`src/rtl/core/lbh_pkg.sv`:
```
package lbh_pkg;

    localparam int WORD_W      = 32;
    localparam int BUCKET_W    = 8;
    localparam int HASH_BITS_D = 8;
    localparam int JOB_DEPTH_D = 4;
    localparam int MIX_STEPS   = 9;
    localparam int STEP_W      = $clog2(MIX_STEPS);
    localparam int POS_W       = 4;
    localparam int HELD_W      = 24;

    localparam logic [POS_W-1:0]  LAST_POS  = POS_W'(11);
    localparam logic [STEP_W-1:0] LAST_STEP = STEP_W'(MIX_STEPS - 1);

    typedef enum logic [1:0] {
        JOB_BLOCK,
        JOB_FINAL,
        JOB_BLOCK_FINAL
    } job_kind_t;

    typedef struct packed {
        job_kind_t          kind;
        logic [WORD_W-1:0]  a_add;
        logic [WORD_W-1:0]  b_add;
        logic [WORD_W-1:0]  c_add;
    } job_t;

    typedef struct packed {
        logic [WORD_W-1:0] a;
        logic [WORD_W-1:0] b;
        logic [WORD_W-1:0] c;
    } words_t;

    typedef enum logic {
        B_IDLE,
        B_MIX
    } back_state_t;

    // one line of the mix per step
    function automatic words_t mix_step(input logic [STEP_W-1:0] step, input words_t m);
        words_t r;
        r = m;
        unique case (step)
            4'd0:    r.a = (m.a - m.b - m.c) ^ (m.c >> 13);
            4'd1:    r.b = (m.b - m.c - m.a) ^ (m.a << 8);
            4'd2:    r.c = (m.c - m.a - m.b) ^ (m.b >> 13);
            4'd3:    r.a = (m.a - m.b - m.c) ^ (m.c >> 12);
            4'd4:    r.b = (m.b - m.c - m.a) ^ (m.a << 16);
            4'd5:    r.c = (m.c - m.a - m.b) ^ (m.b >> 5);
            4'd6:    r.a = (m.a - m.b - m.c) ^ (m.c >> 3);
            4'd7:    r.b = (m.b - m.c - m.a) ^ (m.a << 10);
            4'd8:    r.c = (m.c - m.a - m.b) ^ (m.b >> 15);
            default: r = m;
        endcase
        return r;
    endfunction

endpackage

```
`src/rtl/core/lookup2_bucket_hash.sv`:
```
// channel   signals                                                beat taken when
// key       key_valid key_stall key_byte byte_present last_byte    key_valid && !key_stall
// bucket    bucket_valid bucket_stall bucket                       bucket_valid && !bucket_stall
//
// one key byte per cycle while the job queue has room; a full 12-byte block is
// one job for the mixer, which loads a job and then mixes it one step at a time
// a key end costs one mix in the mixer, two for a key of exactly 12k bytes
// reset clears all words and counters at once, no clearing pass
// key_stall rises when the job queue is full; a stalled bucket holds in its
// output register and the mixer waits on the last step of a key end until the register frees
module lookup2_bucket_hash #(
    parameter int HASH_BITS = lbh_pkg::HASH_BITS_D,
    parameter int JOB_DEPTH = lbh_pkg::JOB_DEPTH_D
) (
    input  logic                         clk,
    input  logic                         rst_n,
    input  logic                         key_valid,
    output logic                         key_stall,
    input  logic [7:0]                   key_byte,
    input  logic                         byte_present,
    input  logic                         last_byte,
    output logic                         bucket_valid,
    input  logic                         bucket_stall,
    output logic [lbh_pkg::BUCKET_W-1:0] bucket
);
    import lbh_pkg::*;

    logic q_full;
    logic push;
    job_t push_job;
    logic pop;
    logic q_valid;
    job_t q_data;

    lbh_front u_front (
        .clk          (clk),
        .rst_n        (rst_n),
        .key_valid    (key_valid),
        .key_stall    (key_stall),
        .key_byte     (key_byte),
        .byte_present (byte_present),
        .last_byte    (last_byte),
        .q_full       (q_full),
        .push         (push),
        .push_job     (push_job)
    );

    lbh_jobq #(
        .DEPTH (JOB_DEPTH)
    ) u_jobq (
        .clk      (clk),
        .rst_n    (rst_n),
        .push     (push),
        .push_job (push_job),
        .full     (q_full),
        .pop      (pop),
        .q_valid  (q_valid),
        .q_data   (q_data)
    );

    lbh_back #(
        .HASH_BITS (HASH_BITS)
    ) u_back (
        .clk          (clk),
        .rst_n        (rst_n),
        .q_valid      (q_valid),
        .q_data       (q_data),
        .pop          (pop),
        .bucket_valid (bucket_valid),
        .bucket_stall (bucket_stall),
        .bucket       (bucket)
    );

endmodule

```
`src/rtl/core/lbh_front.sv`:
```
module lbh_front (
    input  logic                    clk,
    input  logic                    rst_n,
    input  logic                    key_valid,
    output logic                    key_stall,
    input  logic [7:0]              key_byte,
    input  logic                    byte_present,
    input  logic                    last_byte,
    input  logic                    q_full,
    output logic                    push,
    output lbh_pkg::job_t           push_job
);
    import lbh_pkg::*;

    logic [WORD_W-1:0] a_reg, a_next;
    logic [WORD_W-1:0] b_reg, b_next;
    logic [HELD_W-1:0] held_reg, held_next;
    logic [POS_W-1:0]  pos_reg, pos_next;
    logic              accept;
    logic              block_done;

    assign key_stall = q_full;
    assign accept    = key_valid && !q_full;

    always_comb
    begin
        a_next     = a_reg;
        b_next     = b_reg;
        held_next  = held_reg;
        pos_next   = pos_reg;
        block_done = 1'b0;
        push       = 1'b0;
        push_job   = '0;
        if (accept)
        begin
            if (byte_present)
            begin
                priority if (pos_reg < POS_W'(4))
                begin
                    a_next[{pos_reg[1:0], 3'b000} +: 8] = key_byte;
                    pos_next = pos_reg + POS_W'(1);
                end
                else if (pos_reg < POS_W'(8))
                begin
                    b_next[{pos_reg[1:0], 3'b000} +: 8] = key_byte;
                    pos_next = pos_reg + POS_W'(1);
                end
                else if (pos_reg < LAST_POS)
                begin
                    held_next[{pos_reg[1:0], 3'b000} +: 8] = key_byte;
                    pos_next = pos_reg + POS_W'(1);
                end
                else
                begin
                    block_done = 1'b1;
                end
            end
            if (block_done)
            begin
                push           = 1'b1;
                push_job.kind  = last_byte ? JOB_BLOCK_FINAL : JOB_BLOCK;
                push_job.a_add = a_reg;
                push_job.b_add = b_reg;
                push_job.c_add = {key_byte, held_reg};
                a_next         = '0;
                b_next         = '0;
                held_next      = '0;
                pos_next       = '0;
            end
            else if (last_byte)
            begin
                push           = 1'b1;
                push_job.kind  = JOB_FINAL;
                push_job.a_add = a_next;
                push_job.b_add = b_next;
                push_job.c_add = WORD_W'(pos_next) + {held_next, 8'h00};
                a_next         = '0;
                b_next         = '0;
                held_next      = '0;
                pos_next       = '0;
            end
        end
    end

    always_ff @(posedge clk or negedge rst_n)
    begin
        if (!rst_n)
        begin
            a_reg    <= '0;
            b_reg    <= '0;
            held_reg <= '0;
            pos_reg  <= '0;
        end
        else
        begin
            a_reg    <= a_next;
            b_reg    <= b_next;
            held_reg <= held_next;
            pos_reg  <= pos_next;
        end
    end

    a_pos_range: assert property (@(posedge clk) disable iff (!rst_n)
        pos_reg <= LAST_POS)
        else $error("block position out of range");

    a_last_clears: assert property (@(posedge clk) disable iff (!rst_n)
        (accept && last_byte) |=> (pos_reg == '0 && held_reg == '0 && a_reg == '0))
        else $error("front state not cleared after key end");

    a_last_pushes: assert property (@(posedge clk) disable iff (!rst_n)
        (accept && last_byte) |-> (push && push_job.kind != JOB_BLOCK))
        else $error("key end without final job");

endmodule

```
`src/rtl/core/lbh_jobq.sv`:
```
module lbh_jobq #(
    parameter int DEPTH = lbh_pkg::JOB_DEPTH_D
) (
    input  logic                    clk,
    input  logic                    rst_n,
    input  logic                    push,
    input  lbh_pkg::job_t           push_job,
    output logic                    full,
    input  logic                    pop,
    output logic                    q_valid,
    output lbh_pkg::job_t           q_data
);
    import lbh_pkg::*;

    localparam int PTR_W = (DEPTH > 1) ? $clog2(DEPTH) : 1;
    localparam int CNT_W = $clog2(DEPTH + 1);

    job_t              slots [DEPTH];
    logic [PTR_W-1:0]  wr_ptr_reg, wr_ptr_next;
    logic [PTR_W-1:0]  rd_ptr_reg, rd_ptr_next;
    logic [CNT_W-1:0]  count_reg, count_next;
    logic              do_push;
    logic              do_pop;

    assign full    = (count_reg == CNT_W'(DEPTH));
    assign q_valid = (count_reg != '0);
    assign q_data  = slots[rd_ptr_reg];
    assign do_push = push && !full;
    assign do_pop  = pop && q_valid;

    always_comb
    begin
        wr_ptr_next = wr_ptr_reg;
        rd_ptr_next = rd_ptr_reg;
        count_next  = count_reg;
        if (do_push)
        begin
            wr_ptr_next = (wr_ptr_reg == PTR_W'(DEPTH - 1)) ? '0 : wr_ptr_reg + PTR_W'(1);
        end
        if (do_pop)
        begin
            rd_ptr_next = (rd_ptr_reg == PTR_W'(DEPTH - 1)) ? '0 : rd_ptr_reg + PTR_W'(1);
        end
        if (do_push && !do_pop)
        begin
            count_next = count_reg + CNT_W'(1);
        end
        else if (do_pop && !do_push)
        begin
            count_next = count_reg - CNT_W'(1);
        end
    end

    always_ff @(posedge clk)
    begin
        if (do_push)
        begin
            slots[wr_ptr_reg] <= push_job;
        end
    end

    always_ff @(posedge clk or negedge rst_n)
    begin
        if (!rst_n)
        begin
            wr_ptr_reg <= '0;
            rd_ptr_reg <= '0;
            count_reg  <= '0;
        end
        else
        begin
            wr_ptr_reg <= wr_ptr_next;
            rd_ptr_reg <= rd_ptr_next;
            count_reg  <= count_next;
        end
    end

    a_no_overflow: assert property (@(posedge clk) disable iff (!rst_n)
        !(push && full))
        else $error("job pushed into full queue");

    a_count_range: assert property (@(posedge clk) disable iff (!rst_n)
        count_reg <= CNT_W'(DEPTH))
        else $error("queue count out of range");

    a_ptr_gap: assert property (@(posedge clk) disable iff (!rst_n)
        (count_reg == '0 || full) |-> (wr_ptr_reg == rd_ptr_reg))
        else $error("queue pointers disagree with count");

endmodule

```
`src/rtl/core/lbh_back.sv`:
```
module lbh_back #(
    parameter int HASH_BITS = lbh_pkg::HASH_BITS_D
) (
    input  logic                        clk,
    input  logic                        rst_n,
    input  logic                        q_valid,
    input  lbh_pkg::job_t               q_data,
    output logic                        pop,
    output logic                        bucket_valid,
    input  logic                        bucket_stall,
    output logic [lbh_pkg::BUCKET_W-1:0] bucket
);
    import lbh_pkg::*;

    localparam logic [WORD_W-1:0] MASK = 32'hFFFF_FFFF >> (WORD_W - HASH_BITS);

    back_state_t         state_reg, state_next;
    words_t              words_reg, words_next;
    words_t              mixed;
    logic [STEP_W-1:0]   step_reg, step_next;
    logic                more_reg, more_next;
    logic                final_reg, final_next;
    logic                bucket_valid_reg, bucket_valid_next;
    logic [BUCKET_W-1:0] bucket_reg, bucket_next;
    logic                slot_free;
    logic                emit;

    assign mixed        = mix_step(step_reg, words_reg);
    assign slot_free    = !bucket_valid_reg || !bucket_stall;
    assign bucket_valid = bucket_valid_reg;
    assign bucket       = bucket_reg;

    always_comb
    begin
        state_next        = state_reg;
        words_next        = words_reg;
        step_next         = step_reg;
        more_next         = more_reg;
        final_next        = final_reg;
        bucket_valid_next = bucket_valid_reg && bucket_stall;
        bucket_next       = bucket_reg;
        pop               = 1'b0;
        emit              = 1'b0;
        unique case (state_reg)
            B_IDLE:
            begin
                if (q_valid)
                begin
                    pop          = 1'b1;
                    words_next.a = words_reg.a + q_data.a_add;
                    words_next.b = words_reg.b + q_data.b_add;
                    words_next.c = words_reg.c + q_data.c_add;
                    step_next    = '0;
                    more_next    = (q_data.kind == JOB_BLOCK_FINAL);
                    final_next   = (q_data.kind != JOB_BLOCK);
                    state_next   = B_MIX;
                end
            end
            B_MIX:
            begin
                priority if (step_reg != LAST_STEP)
                begin
                    words_next = mixed;
                    step_next  = step_reg + STEP_W'(1);
                end
                else if (more_reg)
                begin
                    words_next = mixed;
                    step_next  = '0;
                    more_next  = 1'b0;
                end
                else if (!final_reg)
                begin
                    words_next = mixed;
                    step_next  = '0;
                    state_next = B_IDLE;
                end
                else if (slot_free)
                begin
                    emit              = 1'b1;
                    bucket_valid_next = 1'b1;
                    bucket_next       = BUCKET_W'(mixed.c & MASK);
                    words_next        = '0;
                    step_next         = '0;
                    final_next        = 1'b0;
                    state_next        = B_IDLE;
                end
            end
            default:
            begin
                state_next = B_IDLE;
            end
        endcase
    end

    always_ff @(posedge clk or negedge rst_n)
    begin
        if (!rst_n)
        begin
            state_reg        <= B_IDLE;
            words_reg        <= '0;
            step_reg         <= '0;
            more_reg         <= 1'b0;
            final_reg        <= 1'b0;
            bucket_valid_reg <= 1'b0;
        end
        else
        begin
            state_reg        <= state_next;
            words_reg        <= words_next;
            step_reg         <= step_next;
            more_reg         <= more_next;
            final_reg        <= final_next;
            bucket_valid_reg <= bucket_valid_next;
        end
    end

    always_ff @(posedge clk)
    begin
        bucket_reg <= bucket_next;
    end

    a_step_range: assert property (@(posedge clk) disable iff (!rst_n)
        step_reg <= LAST_STEP)
        else $error("mix step out of range");

    a_idle_step: assert property (@(posedge clk) disable iff (!rst_n)
        (state_reg == B_IDLE) |-> (step_reg == '0 && !more_reg))
        else $error("idle mixer holds a step");

    a_emit_clears: assert property (@(posedge clk) disable iff (!rst_n)
        emit |=> (bucket_valid_reg && words_reg == '0 && state_reg == B_IDLE))
        else $error("words not cleared after bucket");

    a_emit_free: assert property (@(posedge clk) disable iff (!rst_n)
        emit |-> slot_free)
        else $error("bucket overwritten while stalled");

endmodule

```
`config.mk`:
```
export PLATFORM = sky130hd
export DESIGN_NAME = lookup2_bucket_hash
export DESIGN_NICKNAME = d
export VERILOG_FILES = /design/src/rtl/core/lbh_pkg.sv /design/src/rtl/core/lookup2_bucket_hash.sv /design/src/rtl/core/lbh_front.sv /design/src/rtl/core/lbh_jobq.sv /design/src/rtl/core/lbh_back.sv
export SDC_FILE = /design/constraint.sdc
export NUM_CORES = 2
export LEC_CHECK = 0
export ABC_AREA = 0
export BUFFER_PORTS_ARGS = -buffer_cell sky130_fd_sc_hd__clkbuf_2
export CAP_MARGIN = 10
export CORE_MARGIN = 2
export CORE_UTILIZATION = 59
export CTS_CLUSTER_SIZE = 14
export DETAILED_ROUTE_END_ITERATION = 8
export GPL_TIMING_DRIVEN = 0
export PLACE_DENSITY = 0.82
export SYNTH_ARGS = -nofsm -noshare
export SYNTH_HDL_FRONTEND = slang
export SYNTH_HIERARCHICAL = 1
export SYNTH_SLANG_ARGS = --single-unit
```
`constraint.sdc`:
```
create_clock -name clk -period 5.51 [get_ports clk]
set_input_delay 0.551 -clock clk [delete_from_list [all_inputs] [get_ports clk]]
set_output_delay 0.551 -clock clk [all_outputs]
set_load 0.02 [all_outputs]
```
# Word level (Yosys, flattened, before mapping)
# Memories as Yosys holds them, arrays and structs flattened.
# Cells that the tools add are included.
[totals] ff_bits=211 ramBits=392 romBits=0 word_cells=168 input_bits=14 memories=1 output_inout_bits=10 latch_bits=0
[memory_table] memory="u_jobq.slots" words=4 width=98 read_ports=1 rd_ports_with_merged_regs=0 wr=1 line_no="lbh_jobq.sv:18" source="job_t slots [DEPTH];"
[classes] bitwise_logic=12 n_eq_ne=17 multipliers=0 div=0 addsub=17 magnitude_cmp=3 reduce_logical=20 n_mux=78 n_shift=4
[op_table] op="two-way mux 96 bit" n=5
[op_table] op="two-way mux 32 bit" n=9
[op_table] op="case mux 32 bit (3 select lines)" n=3
[op_table] op="two-way mux 98 bit" n=2
[op_table] op="case mux 96 bit (2 select lines)" n=1
[op_table] op="subtractor 32 bit" n=6
[op_table] op="two-way mux 24 bit" n=7
[op_table] op="two-way mux 97 bit" n=1
[op_table] op="adder 32 bit" n=3
[op_table] op="bitwise XOR 32 bit" n=3
[op_table] op="bitwise mux 32 bit" n=2
[op_table] op="bitwise XOR 32 x 19 -> 32 bit" n=2
[op_table] op="two-way mux 4 bit" n=12
[op_table] op="adder 4 x 32 -> 32 bit" n=1
[op_table] op="variable shift 8 x 7 -> 32 bit, first input constant" n=1
[op_table] op="variable part select 8 x 7 -> 32 bit" n=1
[op_table] op="bitwise XOR 32 x 17 -> 32 bit" n=1
[op_table] op="bitwise XOR 32 x 20 -> 32 bit" n=1
[op_table] op="bitwise XOR 32 x 27 -> 32 bit" n=1
[op_table] op="bitwise XOR 32 x 29 -> 32 bit" n=1
[op_table] op="two-way mux 1 bit" n=26
[op_table] op="bitwise mux 24 bit" n=1
[op_table] op="variable shift 8 x 7 -> 24 bit, first input constant" n=1
[op_table] op="variable part select 8 x 7 -> 24 bit" n=1
[op_table] op="other kinds (30)" n=59

# Logic depth before layout (Yosys ltp)
[logic_depth] depth_word=13 depth_mapped=16 ltp_nobuf=14

# Cells and area by module
# The synthesis kept the hierarchy.
[modules_own_cells] mod="lbh_back" cells_per_inst=2424 instances=1 seq_area_each_um2=2842.7 area_per_inst_um2=19677.6
[modules_own_cells] mod="lbh_jobq" cells_per_inst=549 instances=1 seq_area_each_um2=11946.5 area_per_inst_um2=14680.3
[modules_own_cells] mod="lbh_front" cells_per_inst=513 instances=1 seq_area_each_um2=2302.2 area_per_inst_um2=5185.0

# Least setup slack after synthesis
# No wires, ideal clock.
[synth_timing] path_type="reg2reg" startpoint="register u_front.pos_reg[1]" endpoint="memory u_jobq/slots[3][0] (netlist bit) (enable)" path_slack_ns=-0.459 period_less_slack_ns=5.969 t_required_ns=4.953 arrival_ns=5.412 stages_incl_launch_ff=8 setup_time_ns=0.557 n_path_buf=1 cell_sequence="dfrtp_1 -> ha_1 -> o211a_1 -> buf_2 -> nor2_1 -> nor2_1 -> nand2_1 -> nor2_1"
[synth_via] elab_chain_len=11 elab_cells_between_ends=13 classes_between="3 x order compare; 9 x mux; 1 x reduce/logical"
[synth_rtl] item="start, declared" line_no="lbh_front.sv:18" source="logic [POS_W-1:0] pos_reg, pos_next;"
[synth_rtl] item="start signal, assigned" line_no="lbh_front.sv:99" source="pos_reg <= pos_next;"
[synth_rtl] item="< comparator 4 bit" line_no="lbh_front.sv:48" source="else if (pos_reg < LAST_POS)"
[synth_rtl] item="two-way mux 1 bit" line_no="lbh_front.sv:48"
[synth_rtl] item="two-way mux 1 bit" line_no="lbh_front.sv:43" source="else if (pos_reg < POS_W'(8))"
[synth_rtl] item="two-way mux 1 bit (*)" line_no="lbh_front.sv:38" source="priority if (pos_reg < POS_W'(4))"
[synth_rtl] item="two-way mux 1 bit (*)" line_no="lbh_front.sv:36" source="if (byte_present)"
[synth_rtl] item="two-way mux 1 bit (*)" line_no="lbh_front.sv:34" source="if (accept)"
[synth_rtl] item="two-way mux 1 bit (*)" line_no="lbh_front.sv:58" source="if (block_done)"
[synth_rtl] item="two-way mux 1 bit (*)" line_no="lbh_front.sv:34"
[synth_rtl] item="net push" line_no="lookup2_bucket_hash.sv:29" source="logic push;"
[synth_rtl] item="logical AND 1 bit (*)" line_no="lbh_jobq.sv:28" source="assign do_push = push && !full;"
[synth_rtl] item="two-way mux 1 bit (*)" line_no="lbh_jobq.sv:56" source="if (do_push)"
[synth_rtl] item="two-way mux 1 bit (not written as such) (*)" line_no="lbh_jobq.sv:58" source="slots[wr_ptr_reg] <= push_job;"
[synth_rtl] item="end, declared" line_no="lbh_jobq.sv:18"
# The timed path passes the listed nets; every way through them passes the cells marked *. The select of a mux whose other input is x is not followed.

# Worst setup path after layout
[layout_timing] startpoint="register u_back/words_reg[18] (netlist bit)" endpoint="register u_back/words_reg[58] (netlist bit)"
[layout_via] elab_chain_len=8 elab_cells_between_ends=10 classes_between="2 x add/sub; 5 x mux; 3 x bitwise"
[layout_rtl] item="start, declared" line_no="lbh_back.sv:18" source="words_t words_reg, words_next;"
[layout_rtl] item="start signal, assigned" line_no="lbh_back.sv:110" source="words_reg <= words_next;"
[layout_rtl] item="subtractor 32 bit (*) (2 in a row)" line_no="lbh_pkg.sv:45, lbh_pkg.sv:48, lbh_pkg.sv:51"
[layout_rtl] item="bitwise XOR 32 bit (on tied branches)" line_no="lbh_pkg.sv:51, lbh_pkg.sv:45, lbh_pkg.sv:48"
[layout_rtl] item="case mux 32 bit (3 select lines) (*)" line_no="lbh_pkg.sv:43" source="unique case (step)"
[layout_rtl] item="two-way mux 96 bit" line_no="lbh_back.sv:72" source="else if (!final_reg)"
[layout_rtl] item="two-way mux 96 bit" line_no="lbh_back.sv:66" source="else if (more_reg)"
[layout_rtl] item="two-way mux 96 bit (*)" line_no="lbh_back.sv:61" source="priority if (step_reg != LAST_STEP)"
[layout_rtl] item="case mux 96 bit (2 select lines) (*)" line_no="lbh_back.sv:44" source="unique case (state_reg)"
# Every way passes the cells marked *; elsewhere a longest branch is shown, timed or not.
# A chain may end at the register's enable or synchronous reset.

==> results.json <==
{
  "tightestPinTransition_ns": 1.45,
  "antenna_found_initial": 5,
  "cap_violations": 0,
  "clock-root-buffer": "clkbuf_16",
  "die_w_um": 263,
  "syn_nets": 3805,
  "ctsLongestPathBuffers": 3,
  "viasPerCell": 7.16,
  "dieArea_sq_um": 69100,
  "fmax_mhz": 181,
  "rsz0062_at_grt": "no",
  "grt_pass1_wl_mm": 206,
  "finalHoldViolCount": 0,
  "rr_worst_depth": 15,
  "cp_max_fo": 7,
  "n_fill_cell": 4986,
  "crit_chain": "clkbuf_1 > inv_1 > fa_1 > ha_1 > clkbuf_1 > nand4_1 > nor2_1 > nand3_1 > or4_1 > nand3b_1 > xor2_1 > mux2i_1 > mux2i_1 > o22ai_1 > a21boi_0",
  "synth_ff_type": "edfxtp_1",
  "grt_max_degree": 106,
  "post_drt_wl_per_cell_um": 31.7,
  "totalWireLength_mm": 142,
  "setup_slack_ns": -0.0205,
  "cpPeakStageDelay_ns": 0.76,
  "io_pins": 24,
  "maxSlewHeadroom_pct": 2.92,
  "synthToLayoutAreaGrowth_pct": 8.09,
  "fin_crit_ns": 5.53,
  "wl_met1_mm": 51.7,
  "path_class": "flip-flop to flip-flop",
  "top_layer": "met5",
  "outcome": "finished with violations",
  "synth-edff-count": 400,
  "layout-drive-gt1-share_pct": 9.08,
  "gr-total-overflow": 0,
  "finalCritPeriodShare_pct": 100,
  "cp-start-kind": "flip-flop",
  "cts_tree": "built",
  "yosysUniqueCellTypes": 106,
  "critPathBufInv": 3,
  "ys_seq_elements": 603,
  "clk_pin_slew_ns": 0.07,
  "rrSetupSlack_ns": -0.02,
  "finClkSkew_ns": 0.0197,
  "drt_iter0_markers": 4889,
  "start_util_pct": 59.8,
  "rows": 94,
  "synthesis.instances": 3486,
  "hp-class": "input pin to asynchronous set/reset pin",
  "antenna_left": 0,
  "syn_avg_cell_area_sq_um": 11.3,
  "synth_warnings": 6,
  "fp.coreArea_sq_um": 66100,
  "worstSkewPairLatency_ns": 0.63,
  "htree_levels": 2,
  "violations": "setup timing",
  "gp_congestion": 1.06,
  "reg2reg_to": "u_back/words_reg[58]",
  "synth-async-reset-ratio_pct": 33.7,
  "pre_cts_ws_ns": 0.137,
  "grt_usage_pct": 40.6,
  "dpl_cell_area_sq_um": 40900,
  "dieHeight_um": 263,
  "setup_viol": 1,
  "routed-wl-met3_mm": 17.3,
  "cp.required_ns": 6.06,
  "clock-sinks": 603,
  "worstPathArrival_ns": 6.08,
  "cp_top_family": "simple AND/OR/NAND/NOR gates",
  "cts_buffers": 55,
  "grt_pass1_vias": 30600,
  "synth_area_sq_um": 39500,
  "hpwl_mm": 107,
  "drt_pass1_iterations": 7,
  "fin_area_sq_um": 42700,
  "crit_path_start": "u_back/words_reg[18]",
  "ys_seq_area_share_pct": 43.2,
  "regToRegStartpoint": "u_back/words_reg[18]",
  "slew_viol_final": 0,
  "wl_met2_mm": 63.1,
  "nNetsFinal": 3886,
  "drc_errors": 0,
  "cpMaxStageDelayCell": "or4_1",
  "vias": 32100,
  "cp-end-kind": "flip-flop",
  "io_buffers": 15,
  "largest_reg_flops": 392
}
[worst max path at each step]
stage / end / slack, ns / depth (start not counted)
after floorplan: u_jobq/slots[0][0] / 1.17 / 7
after global placement: u_jobq/slots[3][28] / -0.79 / 7
after detailed placement: u_back/words_reg[60] / 0.14 / 15
after CTS: u_back/words_reg[60] / 0.1 / 15
after global routing: u_back/words_reg[58] / 0.02 / 15
final: u_back/words_reg[58] / -0.02 / 15
[cells by family after synthesis]
kind of cell,count (synthesis),synth area share [%]
AO/OA/AOI/OAI,1137,20.1
AND/OR/NAND/NOR,688,8.28
flip-flops,603,43.2
buffers and inverters,319,3.56
adder cells (fa/ha/maj),305,11.5
XOR/XNOR,287,6.45
multiplexers,147,6.86
[layout by cell type, fill, tap and decap left out, types with 43 or more instances in the layout]
cell,count
a21o_1,84
a21oi_1,232
a31oi_1,43
clkbuf_1,127
clkbuf_16,55
dfrtp_1,199
edfxtp_1,400
fa_1,97
ha_1,208
inv_1,165
mux4_2,98
nand2_1,236
nand3_1,59
nor2_1,163
nor3_1,49
o21ai_0,199
o22ai_1,57
o2bb2ai_1,72
xnor2_1,226
xor2_1,57
[per-layer routing]
metal / vias up / track usage (%)
li1: 13500 / -
met1: 15700 / 52.9
met2: 2395 / 63.1
met3: 551 / 9.03
met4: 4 / 23.1
met5: - / 0
[layout make-up]
class / instances / area [sq um] / area share [%]
clock inverter: 23 / 259 / 0.606
antenna: 1 / 2.50 / 0.00585
multi-input combinational: 2564 / 21100 / 49.3
buffer: 153 / 787 / 1.84
timing repair buffer: 24 / 277 / 0.647
clock buffer: 81 / 1540 / 3.61
inverter: 166 / 623 / 1.46
tap: 864 / 1080 / 2.53
sequential: 603 / 17100 / 40.0
[cell usage after synthesis (all sizes together) (24+ instances only)]
master   count  share of area [%]
a22oi       33               0.63
edfxtp     400                 30
nand2      239                2.3
nand3       59               0.75
a21oi      233                3.0
buf         43               0.94
and3        33               0.52
o211ai      36               0.68
ha         208                6.6
inv        166                1.6
a21o        84                1.6
dfrtp      203                 13
nor3        51               0.67
xor2        58                1.3
a211oi      26               0.53
o221ai      24               0.53
xnor2      227                5.0
o22ai       57               0.90
nand2b      24               0.38
clkbuf     110                1.0
a31oi       44               0.70
a22o        27               0.60
mux2i       36               0.91
o21ai      230                3.1
nor2       168                1.7
o21a        31               0.59
o2bb2ai     72                1.6
a32o        41                1.0
mux4        98                5.6
nor2b       28               0.44
fa          97                4.9
[through the flow]
stage / cells / TNS (ns) / hold slack, ns / utilization [%]
after detailed placement: 4373 / 0 / 0.471 / 61.9
after floorplan: 3486 / 0 / 0.255 / -
after global placement: 4365 / -352.79 / 0.462 / 61.6
after global routing: 4478 / 0 / 0.0809 / 64.7
final: 4479 / -0.0205 / 0.0114 / 64.7
after CTS: 4477 / 0 / 0.0470 / 64.6
[timing repair]
item                                    in CTS  in global routing
setup buffers                                0                  1
endpoints found under the setup margin       0                  5
resized for setup                            0                 11
hold buffers                                 0                  0
Power is not shown: default switching activity piles up to over one toggle a cycle in this logic, so the estimate is an artifact.
